==> config.mk <==
export PLATFORM = sky130hd
export DESIGN_NAME = disk_cluster_allocator_core
export DESIGN_NICKNAME = d
export VERILOG_FILES = /design/src/hdl/dca_pkg.sv /design/src/hdl/dca_ctrl.sv /design/src/hdl/dca_datapath.sv /design/src/hdl/disk_cluster_allocator_core.sv
export SDC_FILE = /design/constraint.sdc
export NUM_CORES = 1
export LEC_CHECK = 0
export BUFFER_PORTS_ARGS = -buffer_cell sky130_fd_sc_hd__buf_2
export CORE_ASPECT_RATIO = 1.5
export CORE_MARGIN = 2
export CORE_UTILIZATION = 30
export CTS_CLUSTER_SIZE = 16
export DETAILED_ROUTE_END_ITERATION = 16
export SLEW_MARGIN = 20
export SYNTH_ARGS = -nofsm -noshare
export SYNTH_HDL_FRONTEND = slang
export SYNTH_HIERARCHICAL = 1
export SYNTH_SLANG_ARGS = --single-unit
==> constraint.sdc <==
create_clock -name aclk -period 9.2 [get_ports aclk]
set_input_delay 0.46 -clock aclk [delete_from_list [all_inputs] [get_ports aclk]]
set_output_delay 0.46 -clock aclk [all_outputs]
set_load 0.005 [all_outputs]
==> src/hdl/dca_pkg.sv <==
// shared types and constants for the disk cluster allocator
// no dependencies
package dca_pkg;

    // fixed field widths
    localparam int CYL_IN_W   = 3;
    localparam int TRK_IN_W   = 2;
    localparam int SLOT_IN_W  = 4;
    localparam int STATUS_W   = 2;
    localparam int SECTOR_W   = 6;
    localparam int INDEX_W    = 11;
    localparam int S_TDATA_W  = 16;
    localparam int M_TDATA_W  = 24;
    localparam int M_FIELDS_W = CYL_IN_W + TRK_IN_W + SECTOR_W + INDEX_W;

    // result status codes
    typedef enum logic [STATUS_W-1:0] {
        ST_CLAIMED    = 2'd0,
        ST_FULL       = 2'd1,
        ST_NO_CLUSTER = 2'd2
    } alloc_status_t;

    // controller states
    typedef enum logic [2:0] {
        CTL_CLEAR,
        CTL_IDLE,
        CTL_REDUCE,
        CTL_SCAN,
        CTL_POST_OK,
        CTL_POST_FULL,
        CTL_POST_NONE
    } dca_state_t;

    // controller to datapath
    typedef struct packed {
        logic          clear_step;
        logic          load;
        logic          reduce;
        logic          issue;
        logic          post;
        alloc_status_t code;
    } dca_cmd_t;

    // datapath to controller
    typedef struct packed {
        logic clear_last;
        logic full;
        logic no_slots;
        logic in_range;
        logic hit;
        logic swept;
        logic out_free;
    } dca_stat_t;

endpackage

==> src/hdl/dca_ctrl.sv <==
// controller state machine for the disk cluster allocator
// depends on dca_pkg
module dca_ctrl (
    input  logic                aclk,
    input  logic                aresetn,
    input  logic                s_tvalid,
    output logic                s_tready,
    input  dca_pkg::dca_stat_t  stat,
    output dca_pkg::dca_cmd_t   cmd
);

    dca_pkg::dca_state_t state_reg;
    dca_pkg::dca_state_t state_next;

    // state register
    always_ff @(posedge aclk) begin
        if (!aresetn) begin
            state_reg <= dca_pkg::CTL_CLEAR;
        end else begin
            state_reg <= state_next;
        end
    end

    // next state
    always_comb begin
        state_next = state_reg;
        unique case (state_reg)
            dca_pkg::CTL_CLEAR: begin
                if (stat.clear_last) state_next = dca_pkg::CTL_IDLE;
            end
            dca_pkg::CTL_IDLE: begin
                if (s_tvalid) begin
                    if (stat.full) begin
                        state_next = dca_pkg::CTL_POST_FULL;
                    end else if (stat.no_slots) begin
                        state_next = dca_pkg::CTL_POST_NONE;
                    end else begin
                        state_next = dca_pkg::CTL_REDUCE;
                    end
                end
            end
            dca_pkg::CTL_REDUCE: begin
                if (stat.in_range) state_next = dca_pkg::CTL_SCAN;
            end
            dca_pkg::CTL_SCAN: begin
                if (stat.hit) begin
                    state_next = dca_pkg::CTL_POST_OK;
                end else if (stat.swept) begin
                    state_next = dca_pkg::CTL_POST_NONE;
                end
            end
            dca_pkg::CTL_POST_OK,
            dca_pkg::CTL_POST_FULL,
            dca_pkg::CTL_POST_NONE: begin
                if (stat.out_free) state_next = dca_pkg::CTL_IDLE;
            end
            default: state_next = dca_pkg::CTL_CLEAR;
        endcase
    end

    // command outputs
    always_comb begin
        cmd            = '0;
        cmd.code       = dca_pkg::ST_CLAIMED;
        s_tready       = 1'b0;
        unique case (state_reg)
            dca_pkg::CTL_CLEAR: begin
                cmd.clear_step = 1'b1;
            end
            dca_pkg::CTL_IDLE: begin
                s_tready = 1'b1;
                cmd.load = s_tvalid;
            end
            dca_pkg::CTL_REDUCE: begin
                cmd.reduce = 1'b1;
            end
            dca_pkg::CTL_SCAN: begin
                cmd.issue = !stat.hit && !stat.swept;
            end
            dca_pkg::CTL_POST_OK: begin
                cmd.post = stat.out_free;
                cmd.code = dca_pkg::ST_CLAIMED;
            end
            dca_pkg::CTL_POST_FULL: begin
                cmd.post = stat.out_free;
                cmd.code = dca_pkg::ST_FULL;
            end
            dca_pkg::CTL_POST_NONE: begin
                cmd.post = stat.out_free;
                cmd.code = dca_pkg::ST_NO_CLUSTER;
            end
            default: begin
                cmd.clear_step = 1'b0;
            end
        endcase
    end

endmodule

==> src/hdl/dca_datapath.sv <==
// datapath for the disk cluster allocator: cluster used map, position counters,
// result register; depends on dca_pkg
module dca_datapath #(
    parameter int CYLINDERS = 8,
    parameter int TRACKS    = 4,
    parameter int SECTORS   = 64,
    parameter int CLUSTER   = 4
) (
    input  logic                                   aclk,
    input  logic                                   aresetn,
    input  dca_pkg::dca_cmd_t                      cmd,
    output dca_pkg::dca_stat_t                     stat,
    input  logic [dca_pkg::CYL_IN_W-1:0]           in_cylinder,
    input  logic [dca_pkg::TRK_IN_W-1:0]           in_track,
    input  logic [dca_pkg::SLOT_IN_W-1:0]          in_slot,
    output logic                                   m_tvalid,
    input  logic                                   m_tready,
    output logic [dca_pkg::M_TDATA_W-1:0]          m_tdata,
    output logic [dca_pkg::STATUS_W-1:0]           m_tuser
);

    // geometry
    localparam int SLOTS   = SECTORS / CLUSTER;
    localparam int CYL_POS = TRACKS * SLOTS;
    localparam int NPOS    = CYLINDERS * CYL_POS;
    localparam int MEM_D   = (NPOS > 0) ? NPOS : 1;
    localparam bit EXACT   = (SLOTS > 0) && (SLOTS * CLUSTER == SECTORS);

    // widths
    localparam int CYL_W  = ($clog2(CYLINDERS) > dca_pkg::CYL_IN_W) ?
                            $clog2(CYLINDERS) : dca_pkg::CYL_IN_W;
    localparam int TRK_W  = ($clog2(TRACKS) > dca_pkg::TRK_IN_W) ?
                            $clog2(TRACKS) : dca_pkg::TRK_IN_W;
    localparam int SLOT_W = ($clog2(SLOTS) > dca_pkg::SLOT_IN_W) ?
                            $clog2(SLOTS) : dca_pkg::SLOT_IN_W;
    localparam int C_W    = (CYLINDERS > 1) ? $clog2(CYLINDERS) : 1;
    localparam int K_W    = (CYL_POS > 1) ? $clog2(CYL_POS) : 1;
    localparam int ADDR_W = (MEM_D > 1) ? $clog2(MEM_D) : 1;
    localparam int CNT_W  = $clog2(MEM_D + 1);
    localparam int IW     = dca_pkg::INDEX_W;

    // sized constants
    localparam logic [CYL_W:0]    CYL_LIM  = (CYL_W + 1)'(CYLINDERS);
    localparam logic [TRK_W:0]    TRK_LIM  = (TRK_W + 1)'(TRACKS);
    localparam logic [SLOT_W:0]   SLOT_LIM = (SLOT_W + 1)'(SLOTS);
    localparam logic [CYL_W-1:0]  CYL_MAX  = CYL_W'(CYLINDERS - 1);
    localparam logic [TRK_W-1:0]  TRK_MAX  = TRK_W'(TRACKS - 1);
    localparam logic [SLOT_W-1:0] SLOT_MAX = SLOT_W'(SLOTS - 1);
    localparam logic [C_W-1:0]    C_LAST   = C_W'(CYLINDERS - 1);
    localparam logic [K_W-1:0]    K_LAST   = K_W'(CYL_POS - 1);
    localparam logic [ADDR_W-1:0] CLR_LAST = ADDR_W'(MEM_D - 1);
    localparam logic [CNT_W-1:0]  CNT_ALL  = CNT_W'(NPOS);
    localparam logic [ADDR_W-1:0] A_CYL    = ADDR_W'(CYL_POS);
    localparam logic [ADDR_W-1:0] A_TRK    = ADDR_W'(TRACKS);
    localparam logic [IW-1:0]     I_CYL    = IW'(TRACKS * SECTORS);
    localparam logic [IW-1:0]     I_TRK    = IW'(SECTORS);
    localparam logic [IW-1:0]     I_CLU    = IW'(CLUSTER);

    // cluster used map, one bit per cluster position
    logic mem [0:MEM_D-1];
    logic rd_data_reg;

    logic [ADDR_W-1:0] clr_reg,  clr_next;
    logic [CNT_W-1:0]  cnt_reg,  cnt_next;
    logic [CYL_W-1:0]  cyl_reg,  cyl_next;
    logic [TRK_W-1:0]  trk_reg,  trk_next;
    logic [SLOT_W-1:0] slot_reg, slot_next;
    logic [C_W-1:0]    c_reg,    c_next;
    logic [K_W-1:0]    k_reg,    k_next;
    logic              swept_reg, swept_next;
    logic              pipe_valid_reg;
    logic [CYL_W-1:0]  pipe_cyl_reg;
    logic [TRK_W-1:0]  pipe_trk_reg;
    logic [SLOT_W-1:0] pipe_slot_reg;
    logic [ADDR_W-1:0] pipe_addr_reg;
    logic              out_valid_reg, out_valid_next;
    logic [dca_pkg::STATUS_W-1:0]   out_status_reg;
    logic [dca_pkg::M_FIELDS_W-1:0] out_fields_reg;

    logic              cyl_ge, trk_ge, slot_ge;
    logic [ADDR_W-1:0] cur_addr;
    logic              wr_en;
    logic [ADDR_W-1:0] wr_addr;
    logic              claim;
    logic [IW-1:0]     sec_idx, base_idx;
    logic [dca_pkg::M_FIELDS_W-1:0] res_fields;

    // range checks for start reduction
    assign cyl_ge  = ({1'b0, cyl_reg}  >= CYL_LIM);
    assign trk_ge  = ({1'b0, trk_reg}  >= TRK_LIM);
    assign slot_ge = ({1'b0, slot_reg} >= SLOT_LIM);

    // memory address of the current position
    assign cur_addr = ADDR_W'(cyl_reg) * A_CYL + ADDR_W'(slot_reg) * A_TRK
                    + ADDR_W'(trk_reg);

    // position walk and start reduction
    always_comb begin
        cyl_next   = cyl_reg;
        trk_next   = trk_reg;
        slot_next  = slot_reg;
        c_next     = c_reg;
        k_next     = k_reg;
        swept_next = swept_reg;
        if (cmd.load) begin
            cyl_next   = CYL_W'(in_cylinder);
            trk_next   = TRK_W'(in_track);
            slot_next  = SLOT_W'(in_slot);
            c_next     = '0;
            k_next     = '0;
            swept_next = 1'b0;
        end else if (cmd.reduce) begin
            if (cyl_ge)  cyl_next  = cyl_reg  - CYL_LIM[CYL_W-1:0];
            if (trk_ge)  trk_next  = trk_reg  - TRK_LIM[TRK_W-1:0];
            if (slot_ge) slot_next = slot_reg - SLOT_LIM[SLOT_W-1:0];
        end else if (cmd.issue) begin
            if (k_reg == K_LAST) begin
                // cylinder done: next cylinder from its first position
                k_next    = '0;
                c_next    = c_reg + 1'b1;
                cyl_next  = (cyl_reg == CYL_MAX) ? '0 : cyl_reg + 1'b1;
                trk_next  = '0;
                slot_next = '0;
                if (c_reg == C_LAST) swept_next = 1'b1;
            end else begin
                k_next = k_reg + 1'b1;
                if (trk_reg == TRK_MAX) begin
                    trk_next  = '0;
                    slot_next = (slot_reg == SLOT_MAX) ? '0 : slot_reg + 1'b1;
                end else begin
                    trk_next = trk_reg + 1'b1;
                end
            end
        end
    end

    // result fields from the position under test
    assign claim    = cmd.post && (cmd.code == dca_pkg::ST_CLAIMED);
    assign sec_idx  = IW'(pipe_slot_reg) * I_CLU;
    assign base_idx = IW'(pipe_cyl_reg) * I_CYL + IW'(pipe_trk_reg) * I_TRK + sec_idx;
    assign res_fields = {base_idx,
                         sec_idx[dca_pkg::SECTOR_W-1:0],
                         pipe_trk_reg[dca_pkg::TRK_IN_W-1:0],
                         pipe_cyl_reg[dca_pkg::CYL_IN_W-1:0]};

    // clear sweep, used count and output valid
    always_comb begin
        clr_next       = clr_reg;
        cnt_next       = cnt_reg;
        out_valid_next = out_valid_reg;
        if (cmd.clear_step) clr_next = clr_reg + 1'b1;
        if (claim) cnt_next = cnt_reg + 1'b1;
        if (cmd.post) begin
            out_valid_next = 1'b1;
        end else if (m_tready) begin
            out_valid_next = 1'b0;
        end
    end

    // memory write port
    assign wr_en   = cmd.clear_step || claim;
    assign wr_addr = cmd.clear_step ? clr_reg : pipe_addr_reg;

    // used map storage with registered read
    always_ff @(posedge aclk) begin
        if (wr_en) mem[wr_addr] <= !cmd.clear_step;
        rd_data_reg <= mem[cur_addr];
    end

    // control registers
    always_ff @(posedge aclk) begin
        if (!aresetn) begin
            clr_reg        <= '0;
            cnt_reg        <= '0;
            swept_reg      <= 1'b0;
            pipe_valid_reg <= 1'b0;
            out_valid_reg  <= 1'b0;
        end else begin
            clr_reg        <= clr_next;
            cnt_reg        <= cnt_next;
            swept_reg      <= swept_next;
            pipe_valid_reg <= cmd.issue;
            out_valid_reg  <= out_valid_next;
        end
    end

    // payload registers
    always_ff @(posedge aclk) begin
        cyl_reg  <= cyl_next;
        trk_reg  <= trk_next;
        slot_reg <= slot_next;
        c_reg    <= c_next;
        k_reg    <= k_next;
        if (cmd.issue) begin
            pipe_cyl_reg  <= cyl_reg;
            pipe_trk_reg  <= trk_reg;
            pipe_slot_reg <= slot_reg;
            pipe_addr_reg <= cur_addr;
        end
        if (cmd.post) begin
            out_status_reg <= cmd.code;
            out_fields_reg <= claim ? res_fields : '0;
        end
    end

    // status to controller
    always_comb begin
        stat            = '0;
        stat.clear_last = (clr_reg == CLR_LAST);
        stat.full       = EXACT && (cnt_reg == CNT_ALL);
        stat.no_slots   = (SLOTS == 0);
        stat.in_range   = !(cyl_ge || trk_ge || slot_ge);
        stat.hit        = pipe_valid_reg && !rd_data_reg;
        stat.swept      = swept_reg;
        stat.out_free   = !out_valid_reg || m_tready;
    end

    assign m_tvalid = out_valid_reg;
    assign m_tuser  = out_status_reg;
    assign m_tdata  = {{(dca_pkg::M_TDATA_W - dca_pkg::M_FIELDS_W){1'b0}}, out_fields_reg};

endmodule

==> src/hdl/disk_cluster_allocator_core.sv <==
// disk cluster allocator top level: controller plus datapath; depends on dca_pkg
// sequence: accept, reduce the start into range one step at a time, test positions through the
//   registered map read, then post once the output is free; a full disk posts without a scan
// throughput: one request at a time, worst case a sweep of all CYLINDERS*TRACKS*SECTORS/CLUSTER
//   positions, set by the single used map read port, one position per cycle
// reset: control state clears, then the map clears one entry per cycle (512 entries at default sizes), s_tready low
module disk_cluster_allocator_core #(
    parameter int CYLINDERS = 8,
    parameter int TRACKS    = 4,
    parameter int SECTORS   = 64,
    parameter int CLUSTER   = 4
) (
    input  logic                            aclk,
    input  logic                            aresetn,
    input  logic                            s_tvalid,
    output logic                            s_tready,
    // start_cylinder[2:0], start_track[4:3], start_slot[8:5], zero pad
    input  logic [dca_pkg::S_TDATA_W-1:0]   s_tdata,
    output logic                            m_tvalid,
    input  logic                            m_tready,
    // found_cylinder[2:0], found_track[4:3], found_sector[10:5],
    // first_index[21:11], zero pad
    output logic [dca_pkg::M_TDATA_W-1:0]   m_tdata,
    // status[1:0]
    output logic [dca_pkg::STATUS_W-1:0]    m_tuser
);

    localparam int TRK_LO  = dca_pkg::CYL_IN_W;
    localparam int SLOT_LO = dca_pkg::CYL_IN_W + dca_pkg::TRK_IN_W;

    dca_pkg::dca_cmd_t  cmd;
    dca_pkg::dca_stat_t stat;

    // sequencer
    dca_ctrl u_ctrl (
        .aclk     (aclk),
        .aresetn  (aresetn),
        .s_tvalid (s_tvalid),
        .s_tready (s_tready),
        .stat     (stat),
        .cmd      (cmd)
    );

    // map, counters and result register
    dca_datapath #(
        .CYLINDERS (CYLINDERS),
        .TRACKS    (TRACKS),
        .SECTORS   (SECTORS),
        .CLUSTER   (CLUSTER)
    ) u_datapath (
        .aclk        (aclk),
        .aresetn     (aresetn),
        .cmd         (cmd),
        .stat        (stat),
        .in_cylinder (s_tdata[dca_pkg::CYL_IN_W-1:0]),
        .in_track    (s_tdata[TRK_LO +: dca_pkg::TRK_IN_W]),
        .in_slot     (s_tdata[SLOT_LO +: dca_pkg::SLOT_IN_W]),
        .m_tvalid    (m_tvalid),
        .m_tready    (m_tready),
        .m_tdata     (m_tdata),
        .m_tuser     (m_tuser)
    );

endmodule

==> flow_metrics.env <==
export IMPL_run_status="finished clean"
export IMPL_post_cts_setup_buffer_count=0
export IMPL_timing_worst_setup_path_type="reg -> reg"
export IMPL_yosysTopAreaCell="sky130_fd_sc_hd__edfxtp_1"
export IMPL_total_track_usage=0.141
export IMPL_synthXorXnorAreaFrac=0.00652
export IMPL_flow_area_growth_from_synthesis_pct=10.6
export IMPL_synth_top_family_by_area="simple AND/OR/NAND/NOR gates"
export IMPL_clock_sink_count=576
export IMPL_grt_max_degree=231
export IMPL_yosys_register_bits=576
export IMPL_timing_worst_slew_pin_value_ps=1180
export IMPL_synth_edf_count=541
export IMPL_postSynthCellCount=1867
export IMPL_synth_top_cells_by_count="553 x sky130_fd_sc_hd__nor2_1, 541 x sky130_fd_sc_hd__edfxtp_1, 99 x sky130_fd_sc_hd__nand2_1, 98 x sky130_fd_sc_hd__mux4_2, 97 x sky130_fd_sc_hd__clkbuf_1"
export IMPL_data_arrival_critical_path_ps=4670
export IMPL_finish_net_count=1859
export IMPL_setup_worst_path_start_class="register"
export IMPL_synth_flop_cell="sky130_fd_sc_hd__edfxtp_1"
export IMPL_worst_hold_slack_ps=148
export IMPL_timing_critical_path_max_delay_family="simple AND/OR/NAND/NOR gates"
export IMPL_clock_tree_from_tritoncts="yes"
export IMPL_ant_nets=0
export IMPL_yosys_top_cells_area="sky130_fd_sc_hd__edfxtp_1 64%, sky130_fd_sc_hd__mux4_2 8.7%, sky130_fd_sc_hd__nor2_1 8.1%"
export IMPL_dp_hpwl_um=35000
export IMPL_critical_path_endpoint_type="register"
export IMPL_synthDominantCellAreaShare=0.637
export IMPL_p_leak_uw=0.00832
export IMPL_cts_max_level=2
export IMPL_ctsLongestPathBuffers=3
export IMPL_synth_cell_type_count=74
export IMPL_layout_utilization=0.334
export IMPL_wl_per_cell_um=21.0
export IMPL_grt_first_pass_wirelength_um=94000
export IMPL_period_utilisation_layout=0.478
export IMPL_async_reset_ff_frac=0
export IMPL_first_pass_iteration_count_of_the_detailed_router=7
export IMPL_crit_path_top_delay_cell="sky130_fd_sc_hd__nand2_2"
export IMPL_power_per_cell_area_nw_per_um2=176
export IMPL_detailedPlace_worstSlack_ps=5000
export IMPL_cts_root_buf="sky130_fd_sc_hd__clkbuf_16"
export IMPL_finClkSkew_ps=32.0
export IMPL_max_slew_margin=0.208
export IMPL_compound_gate_portion_of_the_synthesized_area=0.0361
export IMPL_placement_rows=131
export IMPL_fraction_of_the_yosys_area_taken_by_sequential_cells=0.664
export IMPL_final_fill_count=8278
export IMPL_synth_fa_ha_area_frac=0.00540
export IMPL_longest_individual_stage_delay_on_the_worst_path_ps=970
export IMPL_finalWeightedCongestion=0.761
export IMPL_floorplan_initialDensity=0.302
export IMPL_cts_resized_gates=0
export IMPL_cts_clk_slew_worst_paths_ps=70
export IMPL_drive_above_1_share=0.144
export IMPL_max_slew_violation_count=0
export IMPL_floorplan_die_area_um2=87400
export IMPL_die_height_um=361
export IMPL_synth_simple_area_share=0.128
export IMPL_tritoncts_num_buffers=52
export IMPL_max_clock_freq_ghz=0.227
export IMPL_port_buffer_count=34
export IMPL_final_hold_violating_endpoints=0
export IMPL_clk_insertion_delay_late_ps=610
export IMPL_avgViaCountPerCell=5.07
export IMPL_drc_errors=0
export IMPL_finalWirelength_um=62900
export IMPL_cap_violations=0
export IMPL_largest_register_ffs=512
export IMPL_grt_remaining_overflow=0
export IMPL_detailed_route_via_count=15200
export IMPL_period_needed_ps=4400
export IMPL_finalWorstSetupSlack_ps=4800
export IMPL_first_global_vias=15600
export IMPL_critPathMaxFanout=32
export IMPL_synth_most_common_cell="sky130_fd_sc_hd__nor2_1"
export IMPL_warnings_synthesis=6
export IMPL_setup_viol_count_final=0
export IMPL_dr_first_iter_drc_count=1452
export IMPL_fp_coreArea_um2=84600
export IMPL_postLayoutCellArea_um2=28200
export IMPL_required_worst_endpoint_ps=9470
export IMPL_critical_path_top_cell_by_count="sky130_fd_sc_hd__nand2_1"
export IMPL_path_cells="nand2_1 > and3_1 > nor3b_2 > buf_4 > and2_1 > nand2_1 > o21ai_0 > nand2_2 > nor2_1"
export IMPL_synthesis_area_um2=25500
export IMPL_place_area_um2=26600
export IMPL_antenna_found_initial=1
export IMPL_vdd_ir_drop_worst_mv=0.143
export IMPL_critical_path_n_buffers_inverters=1
export IMPL_cts_hold_buffers_added=0
export IMPL_avgSynthCellArea_um2=13.7
export IMPL_hold_path_class="in -> reg"
export IMPL_grt_setup_unrepaired="no"
export IMPL_io_pin_count=48
export IMPL_finalSetupTns_ps=0
export IMPL_portion_of_netlist_area_occupied_by_mux_cells=0.125
export IMPL_die_w_um=242
==> through the flow <==
stage,instances,power [uW]
CTS,3000,5020
finish,3001,4980
floorplan,1873,2910
global route,3001,5110
detailed placement,2904,2940
global placement,2904,2940
==> area by class of cell <==
type,count,area [um^2],area share
Clock buffer,66,1400,0.0495
Timing Repair Buffer,61,405,0.0144
Clock inverter,30,214,0.00758
Multi-Input combinational cell,1122,7780,0.276
Antenna cell,1,2.50,0.0000887
Sequential cell,576,16900,0.600
Tap cell,1130,1410,0.0501
Inverter,15,68.8,0.00244
==> worst paths after layout <==
kind                                     from                          endpoint  slack [ps]  depth (start not counted)
max          u_ctrl/state_reg[1]$_SDFFE_PN0P_     u_datapath/mem[476]$_DFFE_PP_        4800                          9
min                                s_tdata[5]  u_datapath/slot_reg[0]$_DFFE_PP_         150                          3
max reg2reg  u_ctrl/state_reg[1]$_SDFFE_PN0P_     u_datapath/mem[476]$_DFFE_PP_        4800                          9
min reg2reg  u_datapath/k_reg[1]$_SDFFE_PP0P_  u_datapath/k_reg[1]$_SDFFE_PP0P_         490                          2
==> logic make-up after synthesis <==
kind of cell | count (synthesis)
multiplexers | 180
flip-flops | 576
other | 2
buffers and inverters | 175
adder cells (fa/ha/maj) | 11
XOR/XNOR | 19
AO/OA/AOI/OAI | 126
AND/OR/NAND/NOR | 778
==> where the power goes <==
part / internal, uW / leakage [uW] / switching (uW)
combinational: 10.6 / 0.00216 / 51.8
clock: 1130 / 0.000775 / 960
sequential: 2820 / 0.00539 / 2.21
total: 3970 / 0.00832 / 1010
==> placed cells by master (no fill, tap or decap), drive strengths merged, types with 11 or more instances in the layout <==
master and instances:
a22oi 17, and2 27, buf 61, clkbuf 66, clkinv 25, dfxtp 35
edfxtp 541, ha 11, inv 14, mux2i 67, mux4 107, nand2 99
nand2b 13, nand3 19, nand4 12, nor2 553, nor3 12, o211ai 13
o21ai 23, o22ai 16, xnor2 15
==> worst reg2reg max path, stage by stage, from the launching register on <==
cell                      delay [ps]
sky130_fd_sc_hd__dfxtp_1         450
sky130_fd_sc_hd__nand2_1         170
sky130_fd_sc_hd__and3_1          480
sky130_fd_sc_hd__nor3b_2         250
sky130_fd_sc_hd__buf_4           230
sky130_fd_sc_hd__and2_1          220
sky130_fd_sc_hd__nand2_1          70
sky130_fd_sc_hd__o21ai_0         810
sky130_fd_sc_hd__nand2_2         970
sky130_fd_sc_hd__nor2_1          410
==> layer usage <==
layer	global-route usage	vias to the layer above	wire length, um
met4	0.0753	0	3040
met1	0.158	7876	23000
li1	-	6705	-
met2	0.261	512	33300
met5	0	-	0
met3	0.0185	135	3600
(Power assumes the default switching activity.)
